`src/bzf_pkg.sv`:
```
package bzf_pkg;

    localparam int MAX_LEVELS = 6;
    localparam int COORD_BITS = 32;
    localparam int NUM_COORDS = 8;
    localparam int AXES       = 2;
    localparam int CFG_W      = 3;
    localparam int FIFO_DEPTH = 2;

    localparam int LEVEL_BITS = $clog2(MAX_LEVELS + 1);
    localparam int STK_AW     = (MAX_LEVELS > 1) ? $clog2(MAX_LEVELS) : 1;
    localparam int FIFO_AW    = (FIFO_DEPTH > 1) ? $clog2(FIFO_DEPTH) : 1;
    localparam int FIFO_CW    = $clog2(FIFO_DEPTH + 1);

    localparam logic [CFG_W-1:0]      DEPTH_RESET = CFG_W'(5);
    localparam logic [CFG_W-1:0]      DEPTH_LIMIT = CFG_W'(MAX_LEVELS);
    localparam logic [LEVEL_BITS-1:0] LEVEL_LIMIT = LEVEL_BITS'(MAX_LEVELS);

    // point k keeps x at index 2k and y at index 2k+1
    typedef logic [NUM_COORDS-1:0][COORD_BITS-1:0] bzf_coords_t;

    typedef struct packed {
        bzf_coords_t           coords;
        logic [LEVEL_BITS-1:0] depth;
    } bzf_item_t;

    typedef struct packed {
        logic                  busy;
        logic [LEVEL_BITS-1:0] sp;
        logic [LEVEL_BITS-1:0] level;
        logic [LEVEL_BITS-1:0] depth;
    } bzf_status_t;

    // floor((a + b) / 2) on the exact sum
    function automatic logic [COORD_BITS-1:0] half_sum(
        input logic [COORD_BITS-1:0] a,
        input logic [COORD_BITS-1:0] b
    );
        logic [COORD_BITS:0] s;
        s = {a[COORD_BITS-1], a} + {b[COORD_BITS-1], b};
        return s[COORD_BITS:1];
    endfunction

endpackage

```
`src/bzf_front.sv`:
```
module bzf_front (
    input  logic                              clk,
    input  logic                              rst_n,
    input  logic                              cfg_valid,
    output logic                              cfg_ready,
    input  logic [bzf_pkg::CFG_W-1:0]         cfg_data,
    input  logic                              in_valid,
    output logic                              in_ready,
    input  bzf_pkg::bzf_coords_t              in_coords,
    output logic                              push_valid,
    input  logic                              push_ready,
    output bzf_pkg::bzf_item_t                push_item
);

    logic [bzf_pkg::CFG_W-1:0]      max_depth_reg;
    logic [bzf_pkg::CFG_W-1:0]      max_depth_next;
    logic                           hold_valid_reg;
    logic                           hold_valid_next;
    bzf_pkg::bzf_item_t             hold_item_reg;
    logic [bzf_pkg::LEVEL_BITS-1:0] depth_sat;
    logic                           in_beat;

    assign cfg_ready = 1'b1;
    assign in_ready  = !hold_valid_reg || push_ready;
    assign in_beat   = in_valid && in_ready;

    // depths past the stack size saturate
    assign depth_sat = (max_depth_reg > bzf_pkg::DEPTH_LIMIT)
                     ? bzf_pkg::LEVEL_LIMIT
                     : max_depth_reg[bzf_pkg::LEVEL_BITS-1:0];

    always_comb
    begin
        max_depth_next = cfg_valid ? cfg_data : max_depth_reg;
        if (in_beat)
        begin
            hold_valid_next = 1'b1;
        end
        else if (push_ready)
        begin
            hold_valid_next = 1'b0;
        end
        else
        begin
            hold_valid_next = hold_valid_reg;
        end
    end

    always_ff @(posedge clk or negedge rst_n)
    begin
        if (!rst_n)
        begin
            max_depth_reg  <= bzf_pkg::DEPTH_RESET;
            hold_valid_reg <= 1'b0;
        end
        else
        begin
            max_depth_reg  <= max_depth_next;
            hold_valid_reg <= hold_valid_next;
        end
    end

    always_ff @(posedge clk)
    begin
        if (in_beat)
        begin
            hold_item_reg.coords <= in_coords;
            hold_item_reg.depth  <= depth_sat;
        end
    end

    assign push_valid = hold_valid_reg;
    assign push_item  = hold_item_reg;

endmodule

```
`src/bzf_fifo.sv`:
```
module bzf_fifo (
    input  logic               clk,
    input  logic               rst_n,
    input  logic               push_valid,
    output logic               push_ready,
    input  bzf_pkg::bzf_item_t push_item,
    output logic               pop_valid,
    input  logic               pop_ready,
    output bzf_pkg::bzf_item_t pop_item
);

    bzf_pkg::bzf_item_t              mem [bzf_pkg::FIFO_DEPTH];
    logic [bzf_pkg::FIFO_AW-1:0]     wr_ptr_reg;
    logic [bzf_pkg::FIFO_AW-1:0]     wr_ptr_next;
    logic [bzf_pkg::FIFO_AW-1:0]     rd_ptr_reg;
    logic [bzf_pkg::FIFO_AW-1:0]     rd_ptr_next;
    logic [bzf_pkg::FIFO_CW-1:0]     count_reg;
    logic [bzf_pkg::FIFO_CW-1:0]     count_next;
    logic                            do_push;
    logic                            do_pop;

    assign push_ready = (count_reg != bzf_pkg::FIFO_CW'(bzf_pkg::FIFO_DEPTH));
    assign pop_valid  = (count_reg != '0);
    assign do_push    = push_valid && push_ready;
    assign do_pop     = pop_valid && pop_ready;
    assign pop_item   = mem[rd_ptr_reg];

    always_comb
    begin
        wr_ptr_next = wr_ptr_reg;
        rd_ptr_next = rd_ptr_reg;
        if (do_push)
        begin
            wr_ptr_next = (wr_ptr_reg == bzf_pkg::FIFO_AW'(bzf_pkg::FIFO_DEPTH - 1))
                        ? '0 : wr_ptr_reg + 1'b1;
        end
        if (do_pop)
        begin
            rd_ptr_next = (rd_ptr_reg == bzf_pkg::FIFO_AW'(bzf_pkg::FIFO_DEPTH - 1))
                        ? '0 : rd_ptr_reg + 1'b1;
        end
        count_next = count_reg;
        if (do_push && !do_pop)
        begin
            count_next = count_reg + 1'b1;
        end
        else if (do_pop && !do_push)
        begin
            count_next = count_reg - 1'b1;
        end
    end

    always_ff @(posedge clk or negedge rst_n)
    begin
        if (!rst_n)
        begin
            wr_ptr_reg <= '0;
            rd_ptr_reg <= '0;
            count_reg  <= '0;
        end
        else
        begin
            wr_ptr_reg <= wr_ptr_next;
            rd_ptr_reg <= rd_ptr_next;
            count_reg  <= count_next;
        end
    end

    always_ff @(posedge clk)
    begin
        if (do_push)
        begin
            mem[wr_ptr_reg] <= push_item;
        end
    end

endmodule

```
`src/bzf_back.sv`:
```
module bzf_back (
    input  logic                               clk,
    input  logic                               rst_n,
    input  logic                               item_valid,
    output logic                               item_ready,
    input  bzf_pkg::bzf_item_t                 item,
    output logic                               out_valid,
    input  logic                               out_ready,
    output logic [bzf_pkg::COORD_BITS-1:0]     out_x,
    output logic [bzf_pkg::COORD_BITS-1:0]     out_y,
    output logic                               out_last,
    output bzf_pkg::bzf_status_t               status
);

    typedef enum logic [4:0] {
        ST_IDLE    = 5'b00001,
        ST_SPLIT_A = 5'b00010,
        ST_SPLIT_B = 5'b00100,
        ST_SPLIT_C = 5'b01000,
        ST_EMIT    = 5'b10000
    } bzf_state_t;

    typedef logic [bzf_pkg::AXES-1:0][bzf_pkg::COORD_BITS-1:0] axis_pair_t;

    bzf_state_t                        state_reg;
    bzf_state_t                        state_next;
    logic [bzf_pkg::LEVEL_BITS-1:0]    sp_reg;
    logic [bzf_pkg::LEVEL_BITS-1:0]    sp_next;
    logic [bzf_pkg::LEVEL_BITS-1:0]    level_reg;
    logic [bzf_pkg::LEVEL_BITS-1:0]    level_next;
    logic [bzf_pkg::LEVEL_BITS-1:0]    depth_reg;
    logic [bzf_pkg::LEVEL_BITS-1:0]    depth_next;
    logic                              out_valid_reg;
    logic                              out_valid_next;

    bzf_pkg::bzf_coords_t              cur_reg;
    axis_pair_t                        l2_reg;
    axis_pair_t                        h_reg;
    axis_pair_t                        r3_reg;
    axis_pair_t                        l3_reg;
    axis_pair_t                        r2_reg;
    bzf_pkg::bzf_coords_t              stack_mem [bzf_pkg::MAX_LEVELS];
    logic [bzf_pkg::LEVEL_BITS-1:0]    lvl_mem [bzf_pkg::MAX_LEVELS];
    logic [bzf_pkg::COORD_BITS-1:0]    out_x_reg;
    logic [bzf_pkg::COORD_BITS-1:0]    out_y_reg;
    logic                              out_last_reg;

    axis_pair_t                        a_l2;
    axis_pair_t                        a_h;
    axis_pair_t                        a_r3;
    axis_pair_t                        b_l3;
    axis_pair_t                        b_r2;
    axis_pair_t                        c_mid;
    logic [bzf_pkg::LEVEL_BITS-1:0]    level_inc;
    logic [bzf_pkg::LEVEL_BITS-1:0]    sp_dec;
    logic [bzf_pkg::STK_AW-1:0]        push_idx;
    logic [bzf_pkg::STK_AW-1:0]        pop_idx;
    logic [bzf_pkg::LEVEL_BITS-1:0]    pop_level;
    logic                              emit_go;
    logic                              load_go;

    assign item_ready = (state_reg == ST_IDLE);
    assign load_go    = item_valid && item_ready;
    assign emit_go    = (state_reg == ST_EMIT) && (!out_valid_reg || out_ready);
    assign level_inc  = level_reg + 1'b1;
    assign sp_dec     = sp_reg - 1'b1;
    assign push_idx   = sp_reg[bzf_pkg::STK_AW-1:0];
    assign pop_idx    = sp_dec[bzf_pkg::STK_AW-1:0];
    assign pop_level  = lvl_mem[pop_idx];

    // three halving steps of one split, one step per cycle
    always_comb
    begin
        for (int c = 0; c < bzf_pkg::AXES; c++)
        begin
            a_l2[c]  = bzf_pkg::half_sum(cur_reg[c], cur_reg[2 + c]);
            a_h[c]   = bzf_pkg::half_sum(cur_reg[2 + c], cur_reg[4 + c]);
            a_r3[c]  = bzf_pkg::half_sum(cur_reg[4 + c], cur_reg[6 + c]);
            b_l3[c]  = bzf_pkg::half_sum(l2_reg[c], h_reg[c]);
            b_r2[c]  = bzf_pkg::half_sum(r3_reg[c], h_reg[c]);
            c_mid[c] = bzf_pkg::half_sum(l3_reg[c], r2_reg[c]);
        end
    end

    always_comb
    begin
        state_next = state_reg;
        sp_next    = sp_reg;
        level_next = level_reg;
        depth_next = depth_reg;
        unique case (state_reg)
            ST_IDLE:
            begin
                if (item_valid)
                begin
                    depth_next = item.depth;
                    level_next = '0;
                    sp_next    = '0;
                    state_next = (item.depth != '0) ? ST_SPLIT_A : ST_EMIT;
                end
            end
            ST_SPLIT_A:
            begin
                state_next = ST_SPLIT_B;
            end
            ST_SPLIT_B:
            begin
                state_next = ST_SPLIT_C;
            end
            ST_SPLIT_C:
            begin
                level_next = level_inc;
                sp_next    = sp_reg + 1'b1;
                state_next = (level_inc < depth_reg) ? ST_SPLIT_A : ST_EMIT;
            end
            ST_EMIT:
            begin
                if (emit_go)
                begin
                    if (sp_reg == '0)
                    begin
                        state_next = ST_IDLE;
                    end
                    else
                    begin
                        sp_next    = sp_dec;
                        level_next = pop_level;
                        state_next = (pop_level < depth_reg) ? ST_SPLIT_A : ST_EMIT;
                    end
                end
            end
            default:
            begin
                state_next = ST_IDLE;
            end
        endcase

        if (emit_go)
        begin
            out_valid_next = 1'b1;
        end
        else if (out_ready)
        begin
            out_valid_next = 1'b0;
        end
        else
        begin
            out_valid_next = out_valid_reg;
        end
    end

    always_ff @(posedge clk or negedge rst_n)
    begin
        if (!rst_n)
        begin
            state_reg     <= ST_IDLE;
            sp_reg        <= '0;
            level_reg     <= '0;
            depth_reg     <= '0;
            out_valid_reg <= 1'b0;
        end
        else
        begin
            state_reg     <= state_next;
            sp_reg        <= sp_next;
            level_reg     <= level_next;
            depth_reg     <= depth_next;
            out_valid_reg <= out_valid_next;
        end
    end

    // datapath, deferred-half stack and output register
    always_ff @(posedge clk)
    begin
        if (load_go)
        begin
            cur_reg <= item.coords;
        end
        if (state_reg == ST_SPLIT_A)
        begin
            l2_reg <= a_l2;
            h_reg  <= a_h;
            r3_reg <= a_r3;
        end
        if (state_reg == ST_SPLIT_B)
        begin
            l3_reg <= b_l3;
            r2_reg <= b_r2;
        end
        if (state_reg == ST_SPLIT_C)
        begin
            for (int c = 0; c < bzf_pkg::AXES; c++)
            begin
                stack_mem[push_idx][c]     <= c_mid[c];
                stack_mem[push_idx][2 + c] <= r2_reg[c];
                stack_mem[push_idx][4 + c] <= r3_reg[c];
                stack_mem[push_idx][6 + c] <= cur_reg[6 + c];
                cur_reg[2 + c]             <= l2_reg[c];
                cur_reg[4 + c]             <= l3_reg[c];
                cur_reg[6 + c]             <= c_mid[c];
            end
            lvl_mem[push_idx] <= level_inc;
        end
        if (emit_go)
        begin
            out_x_reg    <= bzf_pkg::half_sum(cur_reg[0], cur_reg[6]);
            out_y_reg    <= bzf_pkg::half_sum(cur_reg[1], cur_reg[7]);
            out_last_reg <= (sp_reg == '0);
            if (sp_reg != '0)
            begin
                cur_reg <= stack_mem[pop_idx];
            end
        end
    end

    assign out_valid    = out_valid_reg;
    assign out_x        = out_x_reg;
    assign out_y        = out_y_reg;
    assign out_last     = out_last_reg;

    assign status.busy  = (state_reg != ST_IDLE);
    assign status.sp    = sp_reg;
    assign status.level = level_reg;
    assign status.depth = depth_reg;

endmodule

```
`src/cubic_bezier_subdivision_flattener.sv`:
```
// Cubic Bezier flattener: each input beat is one curve (four Q24.8 control points), and
// the block returns 2^d polyline points in curve order, where d is max_depth saturated
// to 6 (reset value 5); each point is the midpoint of a leaf's end points after uniform
// de Casteljau halving, the last point of a curve carries final_point, and every halving
// is floor((a+b)/2) on the exact sum. The engine takes a new curve only while idle, once
// it has emitted the last point of the one before: each of the 2^d - 1 splits runs three
// dependent halving steps, one per cycle, and each point leaves through the output
// register; a stalled receiver holds the engine on its current point. The input
// register and a two-entry queue behind it hold up to three further curves, so input
// beats keep flowing while a curve is being flattened.
// max_depth is taken when a curve enters, so write it only while the block is idle.
module cubic_bezier_subdivision_flattener (
    input  logic                                   clk,
    input  logic                                   rst_n,
    // configuration: max_depth
    input  logic                                   cfg_valid,
    output logic                                   cfg_ready,
    input  logic [bzf_pkg::CFG_W-1:0]              cfg_data,
    // curve input
    input  logic                                   in_valid,
    output logic                                   in_ready,
    input  logic signed [bzf_pkg::COORD_BITS-1:0]  start_x,
    input  logic signed [bzf_pkg::COORD_BITS-1:0]  start_y,
    input  logic signed [bzf_pkg::COORD_BITS-1:0]  ctrl_a_x,
    input  logic signed [bzf_pkg::COORD_BITS-1:0]  ctrl_a_y,
    input  logic signed [bzf_pkg::COORD_BITS-1:0]  ctrl_b_x,
    input  logic signed [bzf_pkg::COORD_BITS-1:0]  ctrl_b_y,
    input  logic signed [bzf_pkg::COORD_BITS-1:0]  finish_x,
    input  logic signed [bzf_pkg::COORD_BITS-1:0]  finish_y,
    // polyline output
    output logic                                   out_valid,
    input  logic                                   out_ready,
    output logic signed [bzf_pkg::COORD_BITS-1:0]  point_x,
    output logic signed [bzf_pkg::COORD_BITS-1:0]  point_y,
    output logic                                   final_point
);

    bzf_pkg::bzf_coords_t   in_coords;
    logic                   push_valid;
    logic                   push_ready;
    bzf_pkg::bzf_item_t     push_item;
    logic                   pop_valid;
    logic                   pop_ready;
    bzf_pkg::bzf_item_t     pop_item;
    bzf_pkg::bzf_status_t   back_status;

    // pack control points, x at even index, y at odd
    assign in_coords[0] = start_x;
    assign in_coords[1] = start_y;
    assign in_coords[2] = ctrl_a_x;
    assign in_coords[3] = ctrl_a_y;
    assign in_coords[4] = ctrl_b_x;
    assign in_coords[5] = ctrl_b_y;
    assign in_coords[6] = finish_x;
    assign in_coords[7] = finish_y;

    // input stage: takes the beat, holds max_depth, saturates the depth
    bzf_front u_front (
        .clk        (clk),
        .rst_n      (rst_n),
        .cfg_valid  (cfg_valid),
        .cfg_ready  (cfg_ready),
        .cfg_data   (cfg_data),
        .in_valid   (in_valid),
        .in_ready   (in_ready),
        .in_coords  (in_coords),
        .push_valid (push_valid),
        .push_ready (push_ready),
        .push_item  (push_item)
    );

    // short queue of pending curves
    bzf_fifo u_fifo (
        .clk        (clk),
        .rst_n      (rst_n),
        .push_valid (push_valid),
        .push_ready (push_ready),
        .push_item  (push_item),
        .pop_valid  (pop_valid),
        .pop_ready  (pop_ready),
        .pop_item   (pop_item)
    );

    // subdivision engine with deferred-half stack and output register
    bzf_back u_back (
        .clk        (clk),
        .rst_n      (rst_n),
        .item_valid (pop_valid),
        .item_ready (pop_ready),
        .item       (pop_item),
        .out_valid  (out_valid),
        .out_ready  (out_ready),
        .out_x      (point_x),
        .out_y      (point_y),
        .out_last   (final_point),
        .status     (back_status)
    );

`ifndef SYNTHESIS
    // never split past the configured depth
    a_level_in_depth: assert property (@(posedge clk) disable iff (!rst_n)
        back_status.level <= back_status.depth)
        else $error("subdivision level beyond depth");

    // deferred halves never outnumber the current level
    a_sp_in_level: assert property (@(posedge clk) disable iff (!rst_n)
        back_status.sp <= back_status.level)
        else $error("stack pointer beyond level");

    // a new output beat only comes from an active curve
    a_emit_when_busy: assert property (@(posedge clk) disable iff (!rst_n)
        $rose(out_valid) |-> $past(back_status.busy))
        else $error("output beat while engine idle");
`endif

endmodule
```
`config.mk`:
```
export PLATFORM = sky130hd
export DESIGN_NAME = cubic_bezier_subdivision_flattener
export DESIGN_NICKNAME = d
export VERILOG_FILES = /design/src/bzf_pkg.sv /design/src/bzf_front.sv /design/src/bzf_fifo.sv /design/src/bzf_back.sv /design/src/cubic_bezier_subdivision_flattener.sv
export SDC_FILE = /design/constraint.sdc
export NUM_CORES = 2
export LEC_CHECK = 0
export BUFFER_PORTS_ARGS = -buffer_cell sky130_fd_sc_hd__buf_2
export CAP_MARGIN = 20
export CORE_MARGIN = 3
export CORE_UTILIZATION = 50
export DETAILED_ROUTE_END_ITERATION = 12
export PLACE_DENSITY = 0.66
export SLEW_MARGIN = 20
export SYNTH_ARGS = -nofsm -noshare
export SYNTH_HDL_FRONTEND = slang
export SYNTH_SLANG_ARGS = --single-unit
```
`constraint.sdc`:
```
create_clock -name clk -period 72.5 [get_ports clk]
set_input_delay 3.625 -clock clk [delete_from_list [all_inputs] [get_ports clk]]
set_output_delay 3.625 -clock clk [all_outputs]
set_load 0.03 [all_outputs]
```
# After elaboration in Yosys (flattened, before gate mapping)
# Memories as Yosys holds them, arrays and structs flattened.
# Cells that the tools add are included.
totals:
  output_inout_bits: 68
  ram_bits: 2072
  mem_count: 3
  reg_bits: 923
mem_list:
  columns: ["name", "depth", "width", "read_ports", "rd_clocked_by_memory_dff", "wr", "line_no", "text"]
  rows:
  - ["u_back.stack_mem", 6, 256, 1, 0, 1, "bzf_back.sv:42", "bzf_pkg::bzf_coords_t stack_mem [bzf_pkg::MAX_LEVELS];"]
  - ["u_fifo.mem", 2, 259, 1, 0, 1, "bzf_fifo.sv:12", "bzf_pkg::bzf_item_t mem [bzf_pkg::FIFO_DEPTH];"]
  - ["u_back.lvl_mem", 6, 3, 1, 0, 1, "bzf_back.sv:43", "logic [bzf_pkg::LEVEL_BITS-1:0] lvl_mem [bzf_pkg::MAX_LEVELS];"]
op_classes:
  muxes: 30
  reduce_logical: 23
  add_sub_neg: 21
  order_cmp: 3
  eq_ne: 9
ops:
  columns: ["cell", "count"]
  rows:
  - ["$mux 256", 3]
  - ["$add 32x32->33", 14]
  - ["$mux 192", 1]
  - ["$mux 5", 6]
  - ["$pmux 5 s5", 1]
  - ["$pmux 3 s3", 2]
  - ["$mux 3", 5]
  - ["$mux 1", 10]
  - ["$reduce_bool 3->1", 3]
  - ["$reduce_bool 2->1", 4]
  - ["$add 3x1->3 const B", 2]
  - ["$logic_and 1x1->1", 6]
  - ["$lt 3x3->1", 2]
  - ["$eq 5x1->1 const B", 1]
  - ["$eq 5x2->1 const B", 1]
  - ["$eq 5x3->1 const B", 1]
  - ["$eq 5x4->1 const B", 1]
  - ["$eq 5x5->1 const B", 1]
  - ["$logic_not 1->1", 4]
  - ["$mux 2", 2]
  - ["$ne 2x1->1 const B", 2]
  - ["$ne 2x2->1 const B", 2]
  - ["$reduce_and 2->1", 2]
  - ["$reduce_and 4->1", 1]
  - ["other kinds (7)", 9]

# Logic depth before layout (Yosys ltp)
# An unclocked memory read counts as a cell.
logic_depth:
  depth_word: 7
  ltp_mapped: 17

# By module
# From an unflattened synthesis, not the netlist that was laid out.
unflattened:
  hier_cells: 8791
  area_unflattened_um2: 130592.7
by_module_without_submodules:
  columns: ["mod", "seq_area_each_um2", "area_per_inst_um2", "n_inst", "cells_per_inst"]
  rows:
  - ["bzf_back", 63727.4, 102921.2, 1, 7693]
  - ["bzf_fifo", 15655.0, 19705.1, 1, 824]
  - ["bzf_front", 7880.1, 7966.4, 1, 274]

# Least setup slack after synthesis
# No wires, ideal clock.
synth_timing:
  path_type: "register to register"
  start: "register u_back.sp_reg, in the netlist u_back.push_idx[0]"
  end: "memory u_back.lvl_mem[1][0] (netlist bit), enable pin"
  synth_period_minus_slack_ns: 27.840
  slack_ns: 44.660
  path_stages_with_launch: 8
  setup_time_ns: 1.512
  arrival_time_ns: 26.329
  path_cell_list: "dfrtp_1 > buf_2 > buf_2 > buf_2 > buf_2 > buf_1 > inv_1 > nor4_1"
synth_rtl:
  columns: ["item", "line_no", "text"]
  rows:
  - ["start: declaration", "bzf_back.sv:27", "logic [bzf_pkg::LEVEL_BITS-1:0] sp_reg;"]
  - ["start signal: assignment", "bzf_back.sv:165", "sp_reg <= sp_next;"]
  - ["end: declaration", "bzf_back.sv:43", null]
# Straight into the memory's write port.

# Worst setup path in the final report
layout_timing:
  start: "input port out_ready"
  end: "register u_back.cur_reg[46] (netlist bit)"
layout_between:
  elab_chain_cells: 3
layout_lines:
  columns: ["item", "line_no", "text"]
  rows:
  - ["start: declaration", "cubic_bezier_subdivision_flattener.sv:32", "input logic out_ready,"]
  - ["$logic_or 1x1->1", "bzf_back.sv:64", "assign emit_go = (state_reg == ST_EMIT) && (!out_valid_reg || out_ready);"]
  - ["$logic_and 1x1->1", "bzf_back.sv:64", null]
  - ["$mux 256", "bzf_back.sv:204", "if (emit_go)"]
  - ["end signal: indexed assignment", "bzf_back.sv:199", "cur_reg[4 + c] <= l3_reg[c];"]
  - ["end signal: indexed assignment", "bzf_back.sv:200", "cur_reg[6 + c] <= c_mid[c];"]
  - ["end signal: assignment", "bzf_back.sv:211", "cur_reg <= stack_mem[pop_idx];"]
  - ["end: declaration", "bzf_back.sv:36", "bzf_pkg::bzf_coords_t cur_reg;"]
# Every way passes these cells.
# A chain may end at the register's enable or synchronous reset.

==> qor.csv <==
metric,value,unit
min_to,u_fifo.mem[0][120],
clk_latency,0.90,ns
htree_levels,5,
r2r-end,u_back.cur_reg[222],
largest_reg_flops,1536,
drv_slew,0,
seq_area_frac_synth,67.2,%
crit_required,73.26,ns
wl_per_cell,26.7,um
netlist_area,0.130,mm2
synth_largest_area_cell,edfxtp_1,
sequentialPowerShare,38.6,%
syn-num-nets,9443,
cts_root_buf,clkbuf_16,
yosysMostFrequentCell,edfxtp_1,
p_leak,50.4,nW
antenna_found_initial,4,
tightest_slew,1.19,ns
io_pins,332,
critPathLaunch,out_ready,
layout-drive-gt1-share,13.4,%
synth_cell_types,107,
clkPwrFrac,24.3,%
min-delay-path-class,flop to flop,
fin_ws,66.15,ns
finalHoldViolations,0,
synth_ff_type,edfxtp_1,
crit_buf_inv,5,
slew_headroom,19.8,%
grt_use_total,25.3,%
first_pass_iters,8,
rsz0062_at_grt,false,
drv_cap,0,
syn2layout_area_growth,12.4,%
dieWidth,515,um
hold_buffers,0,
path_cells,"buf_2, nor2b_1, nor3_4, buf_4, buf_4, buf_12, buf_4, o211ai_1, o21ai_0",
cp_max_fo,145,
path_common_cell,buf_4,
synth_top_area_share,62.9,%
crit_family,buffers and inverters,
period_share,8.76,%
min_path_cells,0,
cts_max_path_buffers,4,
antenna_left,0,
cpMaxStageDelayCell,buf_4,
swShare,37.1,%
netlist_instances,8722,
overflow,0,
dp_hpwl,225000,um
fin_skew,0.0717,ns
routabilityCongestion,0.944,
arrival,7.11,ns
cp-start-kind,input pin,
vias,77900,
wl,341000,um
status,finished clean,
grt_pass1_wl,501000,um
core,0.258,mm2
p_sw,2.50,mW
combinationalPowerShare,37.2,%
synthTopCellsByArea,"edfxtp_1, mux4_2, ha_1",
nets,9831,
yosys_warnings,0,
clk_pin_slew,0.06,ns
synth_edf_count,2716,
ir_worst_vdd,0.0566,mV
drc,0,
yosys-top-cells-count,"edfxtp_1, a21oi_1, nor2_1, mux2i_1, o21ai_0",
setup_viol,0,
largest-register,u_back.stack_mem,
routed_via_density,6.11,
total_power,6.74,mW
power_density,46.2,mW/mm2
start_util,50.4,%
hold_slack,0.425,ns
fin_crit,6.35,ns
hold_path_startpoint,u_front.push_item[120],
slowest_delay,0.71,ns
cts.sinks,2995,
reg2reg_slack,66.41,ns
die_h,515,um
ys_ff_latch,2995,
pre_cts_ws,65.35,ns
path_class,input pin to flop,
post_cts_buffers,0,
postSynthAreaPerCell,14.9,um2
fmax,157,MHz
async_reset_ff_share,0.768,%
grt_pass1_vias,76200,
r2r_cells,8,
intPower,4.24,mW
drtIter0Drc,7956,
r2r-start,u_back.push_idx[0],
tns,0,ns
cts-resized-gates,0,
final_util,56.6,%
rows,186,
grt_max_degree,169,
cts_buffers,318,
die-area,0.266,mm2
tritoncts,yes,
endpoint_kind,flop,
portBuffers,330,
==> worst max path at each step <==
stage	endpoint	slack [ns]	depth (start not counted)
after floorplan	u_back.lvl_mem[1][0]	44.66	7
after global placement	u_back.cur_reg[170]	65.41	9
after detailed placement	u_back.cur_reg[46]	65.35	9
after CTS	u_back.cur_reg[222]	66.20	8
after global routing	u_back.cur_reg[222]	65.75	8
final	u_back.cur_reg[46]	66.15	9
==> area by class of cell <==
class                      count  area [um2]
fill                       19900      112000
sequential                  2995       87300
multi-input combinational   5238       40800
clock buffer                 439        8850
tap                         3384        4230
timing repair buffer         443        2640
clock inverter               144        1690
inverter                     114         435
antenna                        3        7.51
==> cells by family after synthesis <==
family          synth area share [%]
compound gates                  10.5
other cells                  0.00289
flops                           67.2
xor+xnor                        2.63
fa+ha+maj                       4.49
simple gates                    5.10
buf+inv                         1.46
mux                             8.62
==> power by group through the flow <==
stage          Clock [mW]  Sequential (mW)  Combinational (mW)
6_report             1.63             2.60                2.51
5_1_grt              1.73             2.62                2.73
4_1_cts              1.66             2.60                2.48
3_5_place_dp            0             2.63                2.46
3_3_place_gp            0             2.62                2.41
2_1_floorplan           0             2.55                1.75
==> placed cells by master (no fill, tap or decap), types with 256 or more instances in the layout <==
cell type / count
edfxtp_1: 2716
a21oi_1: 688
nor2_1: 549
mux2i_1: 531
o21ai_0: 447
ha_1: 442
nand2_1: 423
buf_2: 330
clkbuf_16: 321
mux4_2: 259
dfxtp_1: 256
==> stage by stage <==
step                      cells  instance area (um2)
after floorplan            8722               130000
after CTS                 12800               146000
after global placement    12200               135000
final                     12800               146000
after global routing      12800               146000
after detailed placement  12200               135000
==> per-layer routing <==
layer / routed length [um] / GRT usage, % / part of all wire (%)
met4: 13700 / 9.47 / 4.0
met3: 22000 / 3.13 / 6.4
met2: 157000 / 39.8 / 46
met1: 149000 / 36.3 / 44
met5: 0 / 0 / 0
(Power assumes the default switching activity.)
